**config.mk**
```make
export PLATFORM = sky130hd
export DESIGN_NAME = rsb_ctrl
export DESIGN_NICKNAME = d
export VERILOG_FILES = /design/src/sv/rsb_pkg.sv /design/src/sv/rsb_ctrl.sv
export VERILOG_INCLUDE_DIRS = /design/src /design/src/sv
export SDC_FILE = /design/constraint.sdc
export NUM_CORES = 1
export LEC_CHECK = 0
export ABC_AREA = 1
export BUFFER_PORTS_ARGS = -buffer_cell sky130_fd_sc_hd__buf_4
export CORE_AREA = 2 2 39 41
export CTS_BUF_LIST = sky130_fd_sc_hd__clkbuf_8
export DETAILED_ROUTE_END_ITERATION = 12
export DIE_AREA = 0 0 41 43
export PLACE_DENSITY_LB_ADDON = 0.25
export SETUP_SLACK_MARGIN = 0.3
export SYNTH_ARGS = -nofsm -noshare
export SYNTH_HDL_FRONTEND = slang
export SYNTH_SLANG_ARGS = --single-unit
```
**constraint.sdc**
```tcl
create_clock -name clk -period 1.27 [get_ports clk]
set_input_delay 0.1905 -clock clk [delete_from_list [all_inputs] [get_ports clk]]
set_output_delay 0.1905 -clock clk [all_outputs]
set_load 0.01 [all_outputs]
```
**src/sv/run_span_to_bitmap_defines.svh**
```systemverilog
// ---------------------------------------------------------------------------
// run_span_to_bitmap_defines
// assertion macros shared by the span painter modules
// ---------------------------------------------------------------------------
`ifndef RUN_SPAN_TO_BITMAP_DEFINES_SVH
`define RUN_SPAN_TO_BITMAP_DEFINES_SVH

`ifndef SYNTHESIS
// same-cycle implication, clocked on clk, off during rst
`define RSB_ASSERT_NOW(label, ante, cons, msg) \
  label: assert property (@(posedge clk) disable iff (rst) (ante) |-> (cons)) else $error(msg);
// next-cycle implication, clocked on clk, off during rst
`define RSB_ASSERT_NEXT(label, ante, cons, msg) \
  label: assert property (@(posedge clk) disable iff (rst) (ante) |=> (cons)) else $error(msg);
`else
`define RSB_ASSERT_NOW(label, ante, cons, msg)
`define RSB_ASSERT_NEXT(label, ante, cons, msg)
`endif

`endif

```
**src/sv/rsb_pkg.sv**
```systemverilog
// ---------------------------------------------------------------------------
// rsb_pkg
// shared constants, operation codes and control structs of the span painter
// ---------------------------------------------------------------------------
`default_nettype none

package rsb_pkg;

  localparam int MAX_ROW_BYTES = 32;
  localparam int MAX_ROWS      = 256;
  localparam int STORE_DEPTH   = MAX_ROW_BYTES * MAX_ROWS;
  localparam int ADDR_W        = $clog2(STORE_DEPTH);
  localparam int CNT_W         = ADDR_W + 1;
  localparam int RB_W          = 6;
  localparam int ROWS_W        = 9;
  localparam int BPTR_W        = 5;

  localparam logic [ROWS_W-1:0] ROW_LIMIT = 9'd511;

  localparam logic [1:0] OP_CLEAR = 2'd0;
  localparam logic [1:0] OP_LINE  = 2'd1;
  localparam logic [1:0] OP_PAINT = 2'd2;
  localparam logic [1:0] OP_READ  = 2'd3;

  localparam logic [0:0] CFG_ROW_BYTES = 1'd0;
  localparam logic [0:0] CFG_ROWS      = 1'd1;

  typedef struct packed {
    logic clr_start;
    logic clr_full;
    logic clr_write;
    logic set_row;
    logic load_run;
    logic setup;
    logic paint_rd;
    logic paint_wr;
    logic byte_step;
    logic out_load;
  } cmd_t;

  typedef struct packed {
    logic clr_done;
    logic paint_ok;
    logic last_byte;
    logic out_valid;
  } status_t;

endpackage

`default_nettype wire

```
**src/sv/rsb_ctrl.sv**
```systemverilog
// ---------------------------------------------------------------------------
// rsb_ctrl
// sequencer for clear sweeps, line starts, span painting and byte reads
// ---------------------------------------------------------------------------
`default_nettype none
`include "run_span_to_bitmap_defines.svh"

module rsb_ctrl (
  input  wire logic            clk,
  input  wire logic            rst,
  input  wire logic            in_valid,
  output logic                 in_ready,
  input  wire logic [1:0]      operation,
  input  wire logic            out_ready,
  input  rsb_pkg::status_t     status,
  output rsb_pkg::cmd_t        cmd
);
  import rsb_pkg::*;

  typedef enum logic [2:0] {
    S_INIT,
    S_CLEAR,
    S_IDLE,
    S_SETUP,
    S_PAINT_RD,
    S_PAINT_WR,
    S_READ_WAIT
  } state_t;

  state_t state;
  state_t state_next;
  logic   accept;

  // a read waits until the result slot is free or draining
  assign in_ready = (state == S_IDLE) &&
                    ((operation != OP_READ) || !status.out_valid || out_ready);
  assign accept   = in_valid && in_ready;

  always_comb begin
    cmd           = '0;
    cmd.clr_start = (state == S_INIT) || (accept && (operation == OP_CLEAR));
    cmd.clr_full  = (state == S_INIT);
    cmd.clr_write = (state == S_CLEAR) && !status.clr_done;
    cmd.set_row   = accept && (operation == OP_LINE);
    cmd.load_run  = accept && (operation == OP_PAINT);
    cmd.setup     = (state == S_SETUP);
    cmd.paint_rd  = (state == S_PAINT_RD);
    cmd.paint_wr  = (state == S_PAINT_WR);
    cmd.byte_step = (state == S_PAINT_WR) && !status.last_byte;
    cmd.out_load  = (state == S_READ_WAIT);
  end

  always_comb begin
    state_next = state;
    case (state)
      S_INIT: begin
        state_next = S_CLEAR;
      end
      S_CLEAR: begin
        if (status.clr_done) begin
          state_next = S_IDLE;
        end
      end
      S_IDLE: begin
        if (accept) begin
          case (operation)
            OP_CLEAR: state_next = S_CLEAR;
            OP_PAINT: state_next = S_SETUP;
            OP_READ:  state_next = S_READ_WAIT;
            default:  state_next = S_IDLE;
          endcase
        end
      end
      S_SETUP: begin
        state_next = status.paint_ok ? S_PAINT_RD : S_IDLE;
      end
      S_PAINT_RD: begin
        state_next = S_PAINT_WR;
      end
      S_PAINT_WR: begin
        state_next = status.last_byte ? S_IDLE : S_PAINT_RD;
      end
      S_READ_WAIT: begin
        state_next = S_IDLE;
      end
      default: begin
        state_next = S_INIT;
      end
    endcase
  end

  always_ff @(posedge clk) begin
    if (rst) begin
      state <= S_INIT;
    end else begin
      state <= state_next;
    end
  end

  `RSB_ASSERT_NEXT(a_read_lands, accept && (operation == OP_READ), state == S_READ_WAIT, "read transaction did not reach result stage")
  `RSB_ASSERT_NOW(a_wr_after_rd, state == S_PAINT_WR, $past(state) == S_PAINT_RD, "paint write without preceding read")
  `RSB_ASSERT_NEXT(a_paint_setup, accept && (operation == OP_PAINT), state == S_SETUP, "paint transaction skipped setup")

endmodule

`default_nettype wire

```
==> results.cfg <==
[timing]
period_share = 1.08
finClkSkew_ns = 0.00131
layout_setup_ws_ns = -0.0958
worstMarginPinSlew_ns = 0.445
fmax_ghz = 0.732
grt_setup_unrepaired = true
maxSlewHeadroom = 0.702
final_max_slew_viol_count = 0
setup-violations-final = 7
fin_setup_tns_ns = -0.437
hold_violations = 0
whs_ns = 0.142
period_minus_slack_ns = 1.37

[logic_synthesis]
syn_nets = 69
yosysSeqAreaShare = 0.194
synth_top_area_share = 0.194
syn_avg_cell_area_um2 = 5.24
yosys.area.top_type = dfxtp_1
yosys_warnings = 0
syn_inst = 59
ys_types = 14
synth_edf_count = 0
synthArstFlopShare = 0
synth_common_cells = inv_1 (14), nand2_1 (12), nor2_1 (10)
ys_seq_elements = 3
synth_most_common_cell = inv_1
yosys-top-cells-area = dfxtp_1 (19%), inv_1 (17%), nand2_1 (15%)
synth_area_um2 = 309
synth_flop_cell = dfxtp_1

[global_routing]
grt_pass1_vias = 416
grt_use_total = 0.140
grt_antenna_before_repair = 0
grt_pass1_wl_um = 1660
grt_start_max_net_pins = 7
overflow = 0

[power]
leakage_nw = 0.370
vdd_drop_max_v = 0.000657
p_per_area_mw_per_mm2 = 1260

[setup_path]
crit_type = flop to output pin
r2r_cells = 9
cp-start-kind = flop
arrival_ns = 1.18
required_ns = 1.08
r2r_end = state[1]$_SDFFE_PP0P_
worstSetupEndpointType = output pin
r2r_setup_slack_ns = -0.02
rr_startpoint = state[0]$_SDFFE_PP0P_
crit_path_max_fanout = 5

[detailed_routing]
drc_errors = 0
wl_per_cell_um = 9.17
ant_nets = 0
num_vias = 437
avgViaCountPerCell = 4.16
totalWireLength_um = 963
drt_iter0_drc = 1
dr.pass1.iters = 2

[clocking]
cts_max_level = 1
cts_buffer_depth = 2
cts-root-buf = clkbuf_8
hold_buffers = 0
path_clk_slew_ns = 0.03
cts_tree = yes
cts_sinks = 3
cts_buffers = 3
clkLatencyLatePin_ns = 0.21

[floorplan]
ios = 21
die_w_um = 41
dieArea_mm2 = 0.00176
die_h_um = 43
rows = 14
initial_utilization = 0.223
core-area_mm2 = 0.00138

[status]
outcome = finished with violations
failed_checks = negative setup slack

[finish]
diodes = 0
reg_top3 = state: 3 flops
largest_register_ffs = 3
final_nets = 100
fill_cells = 137
regArea_um2 = 71.3
drive_gt1_frac = 0.551
multi_input_area_um2 = 246
top_register = state
syn_to_final_growth_pct = 117
fin_area_um2 = 669

[worst_hold_path]
hold_end = state[1]$_SDFFE_PP0P_
min_path_type = input port to flop
min_path_cells = 2
min_from = rst

[placed_design]
dpl_cell_area_um2 = 494
gp_congestion = 0.676
port-buffer-count = 20
hpwlAfterDp_um = 700

[job]
drv_cap = 0
-- critical path: stages (launching register included) --
cell and delay, ns:
dfxtp_4 0.35, inv_4 0.07, nand3_4 0.07, nor3_4 0.19, a31o_1 0.17, buf_4 0.11
-- where the power goes --
group | internal, W | switching (W) | leakage (nW)
Sequential | 0.000122 | 0.0000370 | 0.0267
Clock | 0.000206 | 0.0000631 | 0.0269
Combinational | 0.000207 | 0.000208 | 0.317
Total | 0.000534 | 0.000308 | 0.370
-- worst max-delay path by stage --
stage                                      from  endpoint  slack, ns  cells past startpoint
after floorplan           state[0]$_SDFFE_PP0P_    cmd[9]       0.17                      4
after global placement    state[0]$_SDFFE_PP0P_    cmd[9]       0.07                      5
after detailed placement  state[0]$_SDFFE_PP0P_    cmd[9]       0.05                      5
after CTS                 state[0]$_SDFFE_PP0P_    cmd[9]       -0.1                      5
after global routing      state[2]$_SDFFE_PP0P_    cmd[5]      -0.16                      6
final                     state[2]$_SDFFE_PP0P_    cmd[9]       -0.1                      5
-- cell type report --
cell class	count	area share
sequential	3	0.107
inverter	18	0.108
clock buffer	3	0.0617
multi-input combinational	38	0.368
timing repair buffer	26	0.320
clock inverter	1	0.00561
tap	16	0.0299
-- through the flow --
stage / instances / worst slack [ns] / total power [W] / utilization
6_report: 105 / -0.0958 / 0.000842 / 0.484
3_5_place_dp: 95 / 0.0503 / 0.000448 / 0.357
5_1_grt: 105 / -0.155 / 0.000910 / 0.484
2_1_floorplan: 59 / 0.173 / 0.000322 / -
4_1_cts: 105 / -0.0958 / 0.000832 / 0.477
3_3_place_gp: 95 / 0.0748 / 0.000447 / 0.357
-- per-layer routing --
layer  vias up  track usage  routed length, um
met3         4       0.0366                 55
met4         0       0.0800                 31
met2        14        0.213                506
li1        240            -                  -
met5         -            0                  0
met1       179        0.170                369
-- cells by family (layout without fill, tap and decap cells) --
group,count (synthesis),in the layout,share of synthesized area
AO/OA/AOI/OAI,5,5,0.101
buffers and inverters,18,48,0.219
flip-flops,3,3,0.194
AND/OR/NAND/NOR,33,33,0.486
-- layout by cell type (no fill, tap or decap), drive strengths merged --
master / count
a21oi: 2
a31o: 1
buf: 26
clkbuf: 3
dfxtp: 3
inv: 19
nand2: 12
nand3: 6
nand4: 1
nor2: 11
nor3: 3
o211ai: 1
o21ai: 1
-- timing repair --
action                     4_1_cts  5_1_grt
resized for setup               21        2
buffers inserted                 6        0
hold endpoints to repair         0        0
setup endpoints to repair       14       14
pin swaps                        6        3
Note: power is estimated with default switching activity, not from simulation.
